[config.mk]
export PLATFORM = sky130hd
export DESIGN_NAME = utf8_to_utf16_bmp_decoder
export DESIGN_NICKNAME = d
export VERILOG_FILES = /design/src/rtl/utf8dec_pkg.sv /design/src/rtl/utf8dec_front.sv /design/src/rtl/utf8dec_queue.sv /design/src/rtl/utf8dec_back.sv /design/src/rtl/utf8_to_utf16_bmp_decoder.sv
export VERILOG_INCLUDE_DIRS = /design/src /design/src/rtl
export SDC_FILE = /design/constraint.sdc
export NUM_CORES = 1
export LEC_CHECK = 0
export ABC_AREA = 1
export BUFFER_PORTS_ARGS = -buffer_cell sky130_fd_sc_hd__buf_4
export CAP_MARGIN = 10
export CORE_MARGIN = 1
export CORE_UTILIZATION = 35
export DETAILED_ROUTE_END_ITERATION = 6
export PLACE_DENSITY = 0.61
export SKIP_LAST_GASP = 1
export SLEW_MARGIN = 0
export SYNTH_ARGS = -nofsm -noshare
export SYNTH_HDL_FRONTEND = slang
export SYNTH_HIERARCHICAL = 1
export SYNTH_SLANG_ARGS = --single-unit
[constraint.sdc]
create_clock -name clock -period 7.85 [get_ports clock]
set_input_delay 0.785 -clock clock [delete_from_list [all_inputs] [get_ports clock]]
set_output_delay 0.785 -clock clock [all_outputs]
set_load 0.02 [all_outputs]
[src/rtl/utf8_to_utf16_bmp_decoder_assert.svh]
// Assertion macros used by the decoder top level.
`ifndef UTF8_TO_UTF16_BMP_DECODER_ASSERT_SVH
`define UTF8_TO_UTF16_BMP_DECODER_ASSERT_SVH

// Same-cycle implication, checked outside reset.
`define U8D_ASSERT_IMPLY(label, clk, rst, ante, cons, msg) \
   label: assert property (@(posedge clk) disable iff (rst) (ante) |-> (cons)) \
      else $error(msg);

// Next-cycle implication, checked outside reset.
`define U8D_ASSERT_NEXT(label, clk, rst, ante, cons, msg) \
   label: assert property (@(posedge clk) disable iff (rst) (ante) |=> (cons)) \
      else $error(msg);

`endif

[src/rtl/utf8dec_pkg.sv]
// Types, constants and byte classification for the UTF-8 decoder.
`default_nettype none

package utf8dec_pkg;

   localparam int unsigned MAX_CAPACITY = 4096;
   localparam int unsigned CAP_W        = 13;
   localparam int unsigned IDX_W        = 12;
   localparam int unsigned QUEUE_DEPTH  = 4;
   localparam int unsigned QPTR_W       = $clog2(QUEUE_DEPTH);
   localparam int unsigned QCNT_W       = $clog2(QUEUE_DEPTH + 1);

   localparam logic [15:0] REPLACEMENT = 16'hFFFD;
   localparam logic [15:0] BMP_MAX     = 16'hFFFF;
   localparam logic [CAP_W-1:0] CAP_LIMIT = CAP_W'(MAX_CAPACITY);

   // register addresses (word index)
   localparam logic REG_CAPACITY = 1'b0;

   typedef enum logic [2:0] {
      LEAD_ASCII,
      LEAD_TWO,
      LEAD_THREE,
      LEAD_FOUR,
      LEAD_BAD
   } lead_class_type;

   typedef struct packed {
      logic [15:0]      code_unit;
      logic [IDX_W-1:0] unit_index;
      logic             is_terminator;
   } result_type;

   typedef struct packed {
      logic [1:0] count;    // number of valid entries, first filled first
      result_type first;
      result_type second;
   } push_type;

   typedef struct packed {
      logic [QCNT_W-1:0] count;
      logic              room;   // space for a two-result transaction
   } queue_status_type;

   function automatic lead_class_type classify_lead(input logic [7:0] b);
      lead_class_type c;
      if (b[7] == 1'b0) begin
         c = LEAD_ASCII;
      end else if ((b & 8'hE0) == 8'hC0) begin
         c = LEAD_TWO;
      end else if ((b & 8'hF0) == 8'hE0) begin
         c = LEAD_THREE;
      end else if ((b & 8'hF8) == 8'hF0) begin
         c = LEAD_FOUR;
      end else begin
         c = LEAD_BAD;
      end
      return c;
   endfunction

   function automatic logic is_continuation(input logic [7:0] b);
      return (b & 8'hC0) == 8'h80;
   endfunction

endpackage

`default_nettype wire

[src/rtl/utf8dec_front.sv]
// Front end: accepts bytes, tracks the open sequence and builds results.
`default_nettype none

module utf8dec_front (
   input  wire logic                           clock,
   input  wire logic                           reset,
   input  wire logic                           req_valid,
   input  wire logic [7:0]                     req_in_byte,
   output logic                                req_stall,
   input  wire logic [utf8dec_pkg::CAP_W-1:0]  capacity,
   input  wire utf8dec_pkg::queue_status_type  q_status,
   output utf8dec_pkg::push_type               push
);

   logic [1:0]                     pending_ff, pending_in;
   logic [20:0]                    partial_ff, partial_in;
   logic [utf8dec_pkg::IDX_W-1:0]  units_ff, units_in;

   logic                           accept;
   logic                           handle_lead;
   logic [20:0]                    shifted;
   logic [utf8dec_pkg::IDX_W-1:0]  cur_units;
   logic [utf8dec_pkg::CAP_W-1:0]  cap_eff;
   logic                           has_room;
   utf8dec_pkg::result_type        lead_res;
   logic                           lead_emit;
   utf8dec_pkg::lead_class_type    lclass;

   assign req_stall = !q_status.room;
   assign accept    = req_valid && q_status.room;
   assign cap_eff   = (capacity > utf8dec_pkg::CAP_LIMIT) ? utf8dec_pkg::CAP_LIMIT : capacity;
   assign shifted   = {partial_ff[14:0], req_in_byte[5:0]};
   assign lclass    = utf8dec_pkg::classify_lead(req_in_byte);

   always_comb begin
      pending_in  = pending_ff;
      partial_in  = partial_ff;
      units_in    = units_ff;
      cur_units   = units_ff;
      handle_lead = 1'b1;
      lead_emit   = 1'b0;
      lead_res    = '0;
      has_room    = 1'b0;
      push        = '0;

      if (pending_ff != 2'd0) begin
         if (utf8dec_pkg::is_continuation(req_in_byte)) begin
            handle_lead = 1'b0;
            pending_in  = pending_ff - 2'd1;
            partial_in  = shifted;
            if (pending_ff == 2'd1) begin
               partial_in          = '0;
               push.count          = 2'd1;
               push.first.code_unit = (shifted > {5'd0, utf8dec_pkg::BMP_MAX}) ?
                                      utf8dec_pkg::REPLACEMENT : shifted[15:0];
               push.first.unit_index = units_ff;
               units_in            = units_ff + 1'b1;
            end
         end else begin
            // broken sequence: replacement, then the byte starts over
            push.count            = 2'd1;
            push.first.code_unit  = utf8dec_pkg::REPLACEMENT;
            push.first.unit_index = units_ff;
            cur_units             = units_ff + 1'b1;
            units_in              = cur_units;
            pending_in            = 2'd0;
            partial_in            = '0;
         end
      end

      if (handle_lead) begin
         has_room = ({1'b0, cur_units} + 1'b1) < cap_eff;
         if (req_in_byte == 8'd0) begin
            lead_emit              = 1'b1;
            lead_res.code_unit     = 16'd0;
            lead_res.unit_index    = cur_units;
            lead_res.is_terminator = 1'b1;
            pending_in             = 2'd0;
            partial_in             = '0;
            units_in               = '0;
         end else if (has_room) begin
            lead_res.unit_index = cur_units;
            unique case (lclass)
               utf8dec_pkg::LEAD_ASCII: begin
                  lead_emit          = 1'b1;
                  lead_res.code_unit = {8'd0, req_in_byte};
                  units_in           = cur_units + 1'b1;
               end
               utf8dec_pkg::LEAD_TWO: begin
                  partial_in = {16'd0, req_in_byte[4:0]};
                  pending_in = 2'd1;
               end
               utf8dec_pkg::LEAD_THREE: begin
                  partial_in = {17'd0, req_in_byte[3:0]};
                  pending_in = 2'd2;
               end
               utf8dec_pkg::LEAD_FOUR: begin
                  partial_in = {18'd0, req_in_byte[2:0]};
                  pending_in = 2'd3;
               end
               default: begin
                  lead_emit          = 1'b1;
                  lead_res.code_unit = utf8dec_pkg::REPLACEMENT;
                  units_in           = cur_units + 1'b1;
               end
            endcase
         end
      end

      if (lead_emit) begin
         if (push.count == 2'd0) begin
            push.first = lead_res;
         end else begin
            push.second = lead_res;
         end
         push.count = push.count + 2'd1;
      end

      if (!accept) begin
         push.count = 2'd0;
      end
   end

   always_ff @(posedge clock) begin
      if (reset) begin
         pending_ff <= '0;
         partial_ff <= '0;
         units_ff   <= '0;
      end else if (accept) begin
         pending_ff <= pending_in;
         partial_ff <= partial_in;
         units_ff   <= units_in;
      end
   end

endmodule

`default_nettype wire

[src/rtl/utf8dec_queue.sv]
// Result queue between front and back: takes up to two entries, gives one.
`default_nettype none

module utf8dec_queue (
   input  wire logic                           clock,
   input  wire logic                           reset,
   input  wire utf8dec_pkg::push_type          push,
   input  wire logic                           pop,
   output utf8dec_pkg::result_type             head,
   output logic                                head_valid,
   output utf8dec_pkg::queue_status_type       status
);

   localparam int unsigned QD = utf8dec_pkg::QUEUE_DEPTH;
   localparam int unsigned PW = utf8dec_pkg::QPTR_W;
   localparam int unsigned CW = utf8dec_pkg::QCNT_W;

   utf8dec_pkg::result_type entry_ff [QD];
   logic [PW-1:0] wr_ptr_ff, wr_ptr_in;
   logic [PW-1:0] rd_ptr_ff, rd_ptr_in;
   logic [CW-1:0] count_ff, count_in;
   logic [PW-1:0] wr_next;

   assign wr_next      = wr_ptr_ff + 1'b1;
   assign head         = entry_ff[rd_ptr_ff];
   assign head_valid   = count_ff != '0;
   assign status.count = count_ff;
   assign status.room  = count_ff <= CW'(QD - 2);

   assign wr_ptr_in = wr_ptr_ff + PW'(push.count);
   assign rd_ptr_in = rd_ptr_ff + PW'(pop);
   assign count_in  = count_ff + CW'(push.count) - CW'(pop);

   always_ff @(posedge clock) begin
      if (reset) begin
         wr_ptr_ff <= '0;
         rd_ptr_ff <= '0;
         count_ff  <= '0;
      end else begin
         wr_ptr_ff <= wr_ptr_in;
         rd_ptr_ff <= rd_ptr_in;
         count_ff  <= count_in;
      end
   end

   always_ff @(posedge clock) begin
      if (push.count != 2'd0) begin
         entry_ff[wr_ptr_ff] <= push.first;
      end
      if (push.count == 2'd2) begin
         entry_ff[wr_next] <= push.second;
      end
   end

endmodule

`default_nettype wire

[src/rtl/utf8dec_back.sv]
// Back end: output register that presents queued results downstream.
`default_nettype none

module utf8dec_back (
   input  wire logic                           clock,
   input  wire logic                           reset,
   input  wire utf8dec_pkg::result_type        head,
   input  wire logic                           head_valid,
   output logic                                pop,
   output logic                                rsp_valid,
   input  wire logic                           rsp_stall,
   output logic [15:0]                         rsp_code_unit,
   output logic [utf8dec_pkg::IDX_W-1:0]       rsp_unit_index,
   output logic                                rsp_is_terminator
);

   logic                    valid_ff, valid_in;
   utf8dec_pkg::result_type data_ff;
   logic                    free;

   assign free     = !valid_ff || !rsp_stall;
   assign pop      = head_valid && free;
   assign valid_in = free ? head_valid : valid_ff;

   always_ff @(posedge clock) begin
      if (reset) begin
         valid_ff <= 1'b0;
      end else begin
         valid_ff <= valid_in;
      end
   end

   always_ff @(posedge clock) begin
      if (pop) begin
         data_ff <= head;
      end
   end

   assign rsp_valid         = valid_ff;
   assign rsp_code_unit     = data_ff.code_unit;
   assign rsp_unit_index    = data_ff.unit_index;
   assign rsp_is_terminator = data_ff.is_terminator;

endmodule

`default_nettype wire

[src/rtl/utf8_to_utf16_bmp_decoder.sv]
// Top level: UTF-8 byte stream to 16-bit BMP code units.
//
//   channel | direction | handshake            | payload
//   req     | in        | req_valid/req_stall  | req_in_byte[7:0]
//   rsp     | out       | rsp_valid/rsp_stall  | rsp_code_unit, rsp_unit_index, rsp_is_terminator
//   csr     | in        | psel/penable/pwrite  | paddr[2:0], pwdata, prdata (capacity at 0x0)
//
// One byte per cycle is taken while the result queue has room for two entries.
// A byte that yields two results passes them one after the other through the single output register.
// An accepted byte's result is registered by the queue write and then by the output register.
// Reset is synchronous; capacity returns to 256 and the string state clears.
// rsp_stall holds the output register; the 4-entry queue then fills and stalls req.
`default_nettype none

module utf8_to_utf16_bmp_decoder (
   input  wire logic                           clock,
   input  wire logic                           reset,
   input  wire logic                           req_valid,
   output logic                                req_stall,
   input  wire logic [7:0]                     req_in_byte,
   output logic                                rsp_valid,
   input  wire logic                           rsp_stall,
   output logic [15:0]                         rsp_code_unit,
   output logic [utf8dec_pkg::IDX_W-1:0]       rsp_unit_index,
   output logic                                rsp_is_terminator,
   input  wire logic                           psel,
   input  wire logic                           penable,
   input  wire logic                           pwrite,
   input  wire logic [2:0]                     paddr,
   input  wire logic [31:0]                    pwdata,
   output logic [31:0]                         prdata,
   output logic                                pready
);

`include "utf8_to_utf16_bmp_decoder_assert.svh"

   logic [utf8dec_pkg::CAP_W-1:0] capacity_ff;
   logic                          csr_write;
   utf8dec_pkg::push_type         push;
   utf8dec_pkg::queue_status_type q_status;
   utf8dec_pkg::result_type       head;
   logic                          head_valid;
   logic                          pop;

   assign pready    = 1'b1;
   assign csr_write = psel && penable && pwrite && pready;
   assign prdata    = (paddr[2] == utf8dec_pkg::REG_CAPACITY) ?
                      {{(32 - utf8dec_pkg::CAP_W){1'b0}}, capacity_ff} : 32'd0;

   always_ff @(posedge clock) begin
      if (reset) begin
         capacity_ff <= utf8dec_pkg::CAP_W'(256);
      end else if (csr_write && paddr[2] == utf8dec_pkg::REG_CAPACITY) begin
         capacity_ff <= pwdata[utf8dec_pkg::CAP_W-1:0];
      end
   end

   utf8dec_front u_front (
      .clock       (clock),
      .reset       (reset),
      .req_valid   (req_valid),
      .req_in_byte (req_in_byte),
      .req_stall   (req_stall),
      .capacity    (capacity_ff),
      .q_status    (q_status),
      .push        (push)
   );

   utf8dec_queue u_queue (
      .clock      (clock),
      .reset      (reset),
      .push       (push),
      .pop        (pop),
      .head       (head),
      .head_valid (head_valid),
      .status     (q_status)
   );

   utf8dec_back u_back (
      .clock             (clock),
      .reset             (reset),
      .head              (head),
      .head_valid        (head_valid),
      .pop               (pop),
      .rsp_valid         (rsp_valid),
      .rsp_stall         (rsp_stall),
      .rsp_code_unit     (rsp_code_unit),
      .rsp_unit_index    (rsp_unit_index),
      .rsp_is_terminator (rsp_is_terminator)
   );

   `U8D_ASSERT_IMPLY(a_queue_bound, clock, reset, 1'b1, q_status.count <= utf8dec_pkg::QUEUE_DEPTH, "result queue overflow")
   `U8D_ASSERT_NEXT(a_push_fits, clock, reset, push.count == 2'd2, q_status.count != 3'd0, "double push lost")
   `U8D_ASSERT_IMPLY(a_term_zero, clock, reset, rsp_valid && rsp_is_terminator, rsp_code_unit == 16'd0, "terminator with nonzero unit")
   `U8D_ASSERT_IMPLY(a_index_bound, clock, reset, rsp_valid && !rsp_is_terminator, rsp_unit_index != 12'hFFF, "unit index past capacity")

endmodule

`default_nettype wire

==> After elaboration in Yosys (flattened, before gate mapping) <==
Memories as Yosys holds them, arrays and structs flattened. A register that Yosys moved wholly into a read port is not among the register bits.
Cells that the tools add are included.
{ "totals": {"memories": 1, "ff_bits": 56, "word_cells": 100, "out_inout_bits": 64, "in_bits": 50, "ramBits": 116} }
{ "classes": {"add_sub_neg": 10, "bitwise": 1, "order_cmp": 4, "mux": 51, "eq_ne": 9, "n_reduce_logical": 16} }
{ "memory_table": {"columns": ["name", "depth", "width", "rd", "rd_ports_with_merged_regs", "wr", "line", "rtl"], "rows": [
  ["u_queue.entry_ff", 4, 29, 1, 1, 2, "utf8dec_queue.sv:18", "utf8dec_pkg::result_type entry_ff [QD];"]
]} }
{ "op_table": {"columns": ["op", "n"], "rows": [
  ["$mux W29", 5],
  ["$mux W21", 6],
  ["$mux W12", 9],
  ["$pmux W21 S3", 1],
  ["$mux W60", 1],
  ["$mux W28", 2],
  ["$pmux W16 S2", 1],
  ["$mux W30", 1],
  ["$mux W13", 2],
  ["$add A12 B1 Y12 const B", 2],
  ["$gt A21 B16 Y1 const B", 1],
  ["$mux W16", 1],
  ["$add A12 B1 Y13 const B", 1],
  ["$gt A13 B13 Y1 const B", 1],
  ["$lt A13 B13 Y1", 1],
  ["$mux W2", 6],
  ["$mux W3", 4],
  ["$mux W1", 11],
  ["$logic_not A8 Y1", 1],
  ["$eq A3 B2 Y1 const B", 2],
  ["$pmux W2 S3", 1],
  ["$eq A5 B5 Y1 const B", 1],
  ["$logic_and A1 B1 Y1", 5],
  ["$add A2 B1 Y2 const B", 2],
  ["other kinds (19)", 23]
]} }

==> Depth between registers and ports, before layout <==
Gate-level depths: netlist (run 1).
{ "depth": {"depth_word": 17, "mapped_depth": 34, "ltp_nobuf": 31} }

==> Cells and area by module <==
Netlist (run 1), hierarchy kept.
{ "modules_own_cells": {"columns": ["mod", "n_inst", "area_each_um2", "seq_area_each_um2", "cells_per_inst"], "rows": [
  ["utf8dec_queue", 1, 6252.2, 3623.5, 687],
  ["utf8dec_front", 1, 3844.9, 580.6, 688],
  ["utf8dec_back", 1, 912.1, 890.9, 34],
  ["utf8_to_utf16_bmp_decoder", 1, 839.6, 260.2, 137]
]} }

==> Least setup slack after synthesis (run 1) <==
Ideal clock, no wire load.
{ "synth_timing": {"path_kind": "input to register", "startpoint": "input port req_in_byte[6]", "endpoint": "memory u_queue/entry_ff[0][0] (netlist name) (enable)", "setup_ps": 459, "path_stages": 23, "arrival_time_ps": 6038, "setup_slack_ps": 1353, "t_required_ps": 7391, "n_path_buf": 0, "cell_sequence": "inv_2 > nand2_4 > nand2_4 > inv_2 > nand2_1 > o21ai_2 > ha_1 > nand3_1 > nor2_2 > nand4_1 > nand2_1 > inv_1 > ha_1 > nand2_1 > nor4_2 > nand2_2 > nand4_4 > nand2_4 > ha_1 > inv_1 > nor2_1 > nor2_1 > o31ai_1"} }
{ "synth_rtl": {"columns": ["item", "line", "rtl"], "rows": [
  ["start: declaration", "utf8_to_utf16_bmp_decoder.sv:20", "input wire logic [7:0] req_in_byte,"],
  ["end: declaration", "utf8dec_queue.sv:18", null]
]} }

==> run summary, run 1 <==
Starting Density -> 0.354
register area share after synthesis -> 0.452
Die Span Y -> 186 um
initial DRC count -> 633
CTS tree -> yes
total leakage power -> 5.37 nW
hold endpoint -> u_front/partial_ff[9]
clk slew on worst S/H paths -> 80 ps
WL/cell -> 13.8 um
n_diodes -> 0
compound-gate portion of the synthesized area -> 0.171
max_slew headroom -> 0.270
pwr dens -> 394 nW/um^2
async set-reset flop share out of synthesis -> 0
final WL -> 27,800 um
r2r endpoint -> u_queue/entry_ff[3][19]
HP Class -> reg2reg
Residual DRC -> 0
pre-CTS setup slack -> 1470 ps
Synth Area in Adders -> 0.0260
register-to-register path setup slack -> 1440 ps
Final setup viols -> 0
vias per inst -> 4.84
number of max-cap violations -> 0
H-tree depth -> 4
Post-synth top flop -> edfxtp_1
mux contribution to synthesized area -> 0
Tcrit/Tclk final -> 0.816
total grt overflow -> 0
antenna violations before repair -> 0
Util after Layout -> 0.392
max-slew violations -> 0
startpoint types -> register
Cells after Synth -> 1,546
Die X -> 186 um
Area growth syn-to-layout -> 10.6%
Post CTS Setup Buffer Count -> 0
CTS Buf Count -> 17
syn avg cell area -> 7.66 um^2
Final WS setup -> 1440 ps
worst r2r src -> u_front/pending_ff[1]
hold_buf cts -> 0
min-delay src -> u_front/partial_ff[9]
vias in the first global route -> 8,814
Synth top area share -> 0.367
CP Class -> reg2reg
TritonRoute pass-1 iters -> 7
synthesized area -> 11,800 um^2
Synth area leader -> edfxtp_1
clock skew -> 17.6 ps
first-pass GRT wire length -> 45,200 um
Seq cells post-synth -> 195
RSZ-0062 raised after global routing -> false
total global-route track usage -> 0.167
xor/xnor share of the synthesized area -> 0.00444
HPWL reported at the end of detailed placement -> 18,600 um
Final min period -> 6410 ps
die area -> 34,600 um^2
Max VDD drop -> 0.202 mV
largest net degree at the start of global routing -> 118
ranking of synthesized cells by area -> edfxtp_1 (37%), nand2_1 (13%), dfxtp_1 (8.4%)
hold depth -> 2
Worst EP arrival -> 6550 ps
CP required -> 7990 ps
Bufs on Longest Clock Path -> 2
Boundary Pins -> 114
Clock Sinks -> 195
outcome -> complete, no violations
final hold violation count -> 0
FMAX -> 156 MHz
Simple-Gate Fraction of Synth Area -> 0.221
GPL Wtd Cong -> 0.853
Max FO, Critical Path -> 59
EDFF count, synth -> 145
Fin Setup TNS -> 0 ps
CP Capture Type -> register
cts repair resizes -> 0
fraction of layout cells with a size suffix above 1 -> 0.112
post-route ant nets -> 0
# port buffers -> 72
Net count, final -> 1,634
main combinational cell family by area after synthesis -> simple AND/OR/NAND/NOR gates
Worst-Margin Slew -> 1100 ps
core area -> 33,400 um^2
routed vias -> 9,785
# rows -> 67
CTS root buf -> clkbuf_16
Clock Latency Late Sink -> 450 ps
Cell variety after synth -> 52
r2r worst-path depth -> 26
Yosys warnings -> 6
critical path launch point -> u_front/pending_ff[1]
[state kept, by name, indices dropped and copies added, names as in the netlist, 3 cells and up]
signal and flops:
u_queue/entry_ff 116, u_back/rsp_code_unit 16, u_front/partial_ff 15, capacity_ff 13, u_back/rsp_unit_index 12, u_front/units_ff 12
u_queue/count_ff 3
[layout by cell type (no fill, tap or decap), types with 2 or more instances in the layout]
cell and instances:
nor2_4 2, clkinv_2 3, nand2_4 4, inv_1 210
or2_2 2, edfxtp_1 145, o211ai_1 34, dfxtp_1 48
clkinv_8 2, o21ai_0 183, dfxtp_2 2, inv_6 3
o21ai_2 22, nor2_1 111, a21oi_4 2, xnor2_1 3
inv_2 7, o22ai_1 3, inv_8 5, o31ai_4 3
nor2_2 6, nand4_1 9, nand3_1 80, o21ai_1 37
clkbuf_16 17, clkinv_1 2, nand2_2 5, ha_1 23
nor3_1 4, conb_1 20, nand3b_1 2, xor2_1 3
nand2_1 396, a21oi_1 72, buf_4 83
[cells in the mapped netlist, types with 2 or more instances]
library cell  number
a21oi_1           73
buf_2             23
buf_4             32
buf_6             13
clkbuf_1          33
clkbuf_2           4
clkinv_1           2
conb_1             2
dfxtp_1           50
edfxtp_1         145
ha_1              23
inv_1            210
inv_2              7
nand2_1          396
nand2_2            5
nand2_4            4
nand3_1           80
nand3b_1           2
nand4_1            9
nor2_1           111
nor2_2             6
nor2_4             2
nor3_1             4
o211ai_1          34
o21ai_0          184
o21ai_1           37
o21ai_2           21
o22ai_1            3
o31ai_1            3
or2_2              2
xnor2_1            3
xor2_1             3
[logic make-up (layout without fill, tap and decap cells)]
logic type | Yosys count | count (layout)
adder cells (fa/ha/maj) | 24 | 24
other | 2 | 20
buffers and inverters | 327 | 336
AND/OR/NAND/NOR | 629 | 629
flip-flops | 195 | 195
XOR/XNOR | 6 | 6
AO/OA/AOI/OAI | 363 | 363
[report_power, final]
group	switching, W	internal (W)	leakage (nW)
logic	0.00174	0.000783	3.31
registers	0.000135	0.00162	1.77
clock network	0.000430	0.000456	0.294
total	0.00231	0.00286	5.37
[worst max-delay path: stages (launching register included)]
cell and delay [ps]:
dfxtp_1 330, inv_1 120, ha_1 600, clkinv_2 340
nand2_4 270, inv_2 170, o21ai_2 250, ha_1 220
nand3_1 100, nor2_2 290, nand4_1 160, nand2_1 120
inv_1 50, ha_1 280, nand2_1 80, nor4_2 480
nand2_2 160, nand4_4 190, nand2_4 120, ha_1 290
inv_1 30, nor2_1 310, nor2_4 100, nand2_1 70
buf_4 500, o21ai_2 100, buf_4 300
[stage by stage]
stage,std cells,hold slack [ps],power [W],area [um^2]
floorplan,1564,461,0.00367,11900
detailed placement,1989,491,0.00431,12500
finish,2021,499,0.00516,13100
global placement,1989,481,0.00424,12500
global route,2021,530,0.00561,13100
CTS,2021,503,0.00520,13100
[cell type report]
type	count	area, um^2
clock buffers	18	429
inverters	221	833
flip-flops and latches	195	5360
fillers	3389	20300
multi-input cells	1042	5130
clock inverters	14	164
well taps	448	561
repair buffers	83	623
[routing by layer]
layer	up-vias	wire, um	GRT usage
met5	-	0	0
met3	31	1440	0.0225
met2	242	12600	0.272
li1	5060	-	-
met1	4452	13200	0.227
met4	0	502	0.0544
[worst max-delay path by stage]
stage | end | depth (start not counted) | slack (ps)
2_1_floorplan | u_queue/entry_ff[0][0] | 23 | 1350
3_3_place_gp | u_queue/entry_ff[3][21] | 26 | 1500
3_5_place_dp | u_queue/entry_ff[3][21] | 26 | 1470
4_1_cts | u_queue/entry_ff[3][19] | 26 | 1440
5_1_grt | u_queue/entry_ff[3][19] | 26 | 910
6_report | u_queue/entry_ff[3][19] | 26 | 1440
(Power assumes the default switching activity.)
==> run 2: changes to the inputs <==
--- a/config.mk
+++ b/config.mk
@@ -12,7 +12,7 @@
 export CORE_MARGIN = 1
 export CORE_UTILIZATION = 35
 export DETAILED_ROUTE_END_ITERATION = 6
-export PLACE_DENSITY = 0.61
+export PLACE_DENSITY = 0.63
 export SKIP_LAST_GASP = 1
 export SLEW_MARGIN = 0
 export SYNTH_ARGS = -nofsm -noshare
==> constraint.sdc (replaced) <==
create_clock -name clock -period 5.4 [get_ports clock]
set_input_delay 0.54 -clock clock [delete_from_list [all_inputs] [get_ports clock]]
set_output_delay 0.54 -clock clock [all_outputs]
set_load 0.02 [all_outputs]
==> run summary, run 2 (synthesis results as in run 1) <==
outcome -> complete, no violations (unchanged)
routed vias -> 9,866 (was 9,785)
largest net degree at the start of global routing -> 118 (unchanged)
CTS Buf Count -> 17 (unchanged)
CP Class -> reg2reg (unchanged)
FILL cells -> 3,378 (was 3,389)
startpoint types -> register (unchanged)
cts repair resizes -> 0 (unchanged)
Worst EP arrival -> 5070 ps (was 6550 ps)
Clock Sinks -> 195 (unchanged)
Int Pwr -> 0.00431 W (was 0.00286 W)
Comb pwr share -> 0.488 (was 0.489)
CTS root buf -> clkbuf_16 (unchanged)
Post CTS Setup Buffer Count -> 0 (unchanged)
FF/Latch Area -> 5360 um^2 (about the same)
placed inst area -> 12,700 um^2 (was 12,500 um^2)
sequential share of power -> 0.347 (was 0.339)
Net count, final -> 1,661 (was 1,634)
Die X -> 186 um (unchanged)
Final setup viols -> 0 (unchanged)
Max VDD drop -> 0.318 mV (was 0.202 mV)
Final min period -> 4880 ps (was 6410 ps)
GPL Wtd Cong -> 0.851 (was 0.853)
Top reg by flops -> u_queue/entry_ff (unchanged)
Residual DRC -> 0 (unchanged)
Tcrit/Tclk final -> 0.904 (was 0.816)
first-pass GRT wire length -> 45,100 um (was 45,200 um)
final WL -> 27,800 um (about the same)
TritonRoute pass-1 iters -> 7 (unchanged)
WL/cell -> 13.6 um (was 13.8 um)
sw frac -> 0.442 (was 0.447)
CP required -> 5590 ps (was 7990 ps)
CTS tree -> yes (unchanged)
HP Class -> in2reg (was reg2reg)
# port buffers -> 72 (unchanged)
max FFs per register -> 116 (unchanged)
clock skew -> 15.5 ps (was 17.6 ps)
antenna violations before repair -> 0 (unchanged)
Clock Latency Late Sink -> 450 ps (about the same)
post-route cell area -> 13,400 um^2 (was 13,100 um^2)
most common cell after layout, fill and taps aside -> nand2_1 (unchanged)
n_diodes -> 0 (unchanged)
core area -> 33,400 um^2 (unchanged)
clk slew on worst S/H paths -> 80 ps (about the same)
Worst-Margin Slew -> 1230 ps (was 1100 ps)
Starting Density -> 0.354 (unchanged)
H-tree depth -> 4 (unchanged)
total grt overflow -> 0 (unchanged)
switching pwr -> 0.00341 W (was 0.00231 W)
Boundary Pins -> 114 (unchanged)
Area growth syn-to-layout -> 13.3% (was 10.6%)
RSZ-0062 raised after global routing -> false (unchanged)
Fin Setup TNS -> 0 ps (unchanged)
worst r2r src -> u_front/pending_ff[1] (unchanged)
pwr dens -> 575 nW/um^2 (was 394 nW/um^2)
hold_buf cts -> 0 (unchanged)
most frequent cells in the layout -> nand2_1 (396), inv_1 (210), o21ai_0 (183) (unchanged)
FMAX -> 205 MHz (was 156 MHz)
total leakage power -> 5.53 nW (was 5.37 nW)
die area -> 34,600 um^2 (unchanged)
max_slew headroom -> 0.177 (was 0.270)
fraction of layout cells with a size suffix above 1 -> 0.128 (was 0.112)
Clock power frac -> 0.165 (was 0.172)
final hold violation count -> 0 (unchanged)
Max FO, Critical Path -> 25 (was 59)
vias per inst -> 4.82 (was 4.84)
vias in the first global route -> 8,872 (was 8,814)
Multi-input gate area -> 5130 um^2 (unchanged)
max-slew violations -> 0 (unchanged)
critical path launch point -> u_front/pending_ff[1] (unchanged)
Bufs on Longest Clock Path -> 2 (unchanged)
# rows -> 67 (unchanged)
initial DRC count -> 850 (was 633)
number of max-cap violations -> 0 (unchanged)
min-delay src -> pwdata[8] (was u_front/partial_ff[9])
HPWL reported at the end of detailed placement -> 19,700 um (was 18,600 um)
total global-route track usage -> 0.166 (was 0.167)
hold slack -> 317 ps (was 499 ps)
CP Capture Type -> register (unchanged)
Die Span Y -> 186 um (unchanged)
post-route ant nets -> 0 (unchanged)
## run 2: changes by cell type in the layout (fill, tap and decap cells not counted), sizes merged
cell,delta
inv,-1
bufinv,-1
buf,+27
clkinv,+2
clkinvlp,+1
clkbuf,-1
## run 2: critical path, cell delays in order, from the launching register on
cell and delay (ps):
dfxtp_1 330, inv_1 130, ha_1 210, clkinv_2 110, nand2_4 100, inv_2 50
o21ai_2 190, ha_1 230, nand3_1 100, nor2_2 230, buf_4 180, nand4_1 70
nand2_1 100, inv_1 50, ha_1 300, a21oi_1 140, o21ai_0 80, nand2_1 60
nand3_1 150, inv_1 170, nand4_4 150, nand2_4 120, ha_1 250, inv_1 60
nor2_1 50, nor2_1 540, o21ai_2 240, buf_12 240
## run 2: final timing paths
kind	to	slack [ps]	depth (start not counted)
max	u_queue/entry_ff[3][10]	520	27
min	capacity_ff[8]	320	3
max reg2reg	u_queue/entry_ff[3][10]	520	27
min reg2reg	u_front/partial_ff[9]	500	2
## run 2: cell type report
cell class              count  area share
clock inverters            15      0.0132
multi-input cells        1042       0.382
inverters                 221      0.0620
well taps                 448      0.0417
clock buffers              17      0.0317
repair buffers            110      0.0699
flip-flops and latches    195       0.399
## run 2: through the flow
stage	util	instances	setup slack, ps	total power [W]
CTS	0.397	2037	15.9	0.00764
floorplan	-	1564	-205	0.00533
detailed placement	0.379	2005	-2.28	0.00636
global placement	0.379	2005	63.4	0.00626
global route	0.402	2048	123	0.00839
finish	0.402	2048	518	0.00772
## run 2: routing by layer
metal / share of wire / global-route usage / vias up
met2: 0.47 / 0.277 / 225
met4: 0.011 / 0.0436 / 0
li1: - / - / 5117
met5: 0 / 0 / -
met1: 0.47 / 0.224 / 4496
met3: 0.045 / 0.0229 / 28
## run 2: power by group through the flow
stage               clock, W  sequential, W  combinational (W)
floorplan                  0        0.00268            0.00265
global placement           0        0.00271            0.00355
detailed placement         0        0.00272            0.00364
CTS                  0.00131        0.00269            0.00365
global route         0.00137        0.00274            0.00427
finish               0.00128        0.00268            0.00377
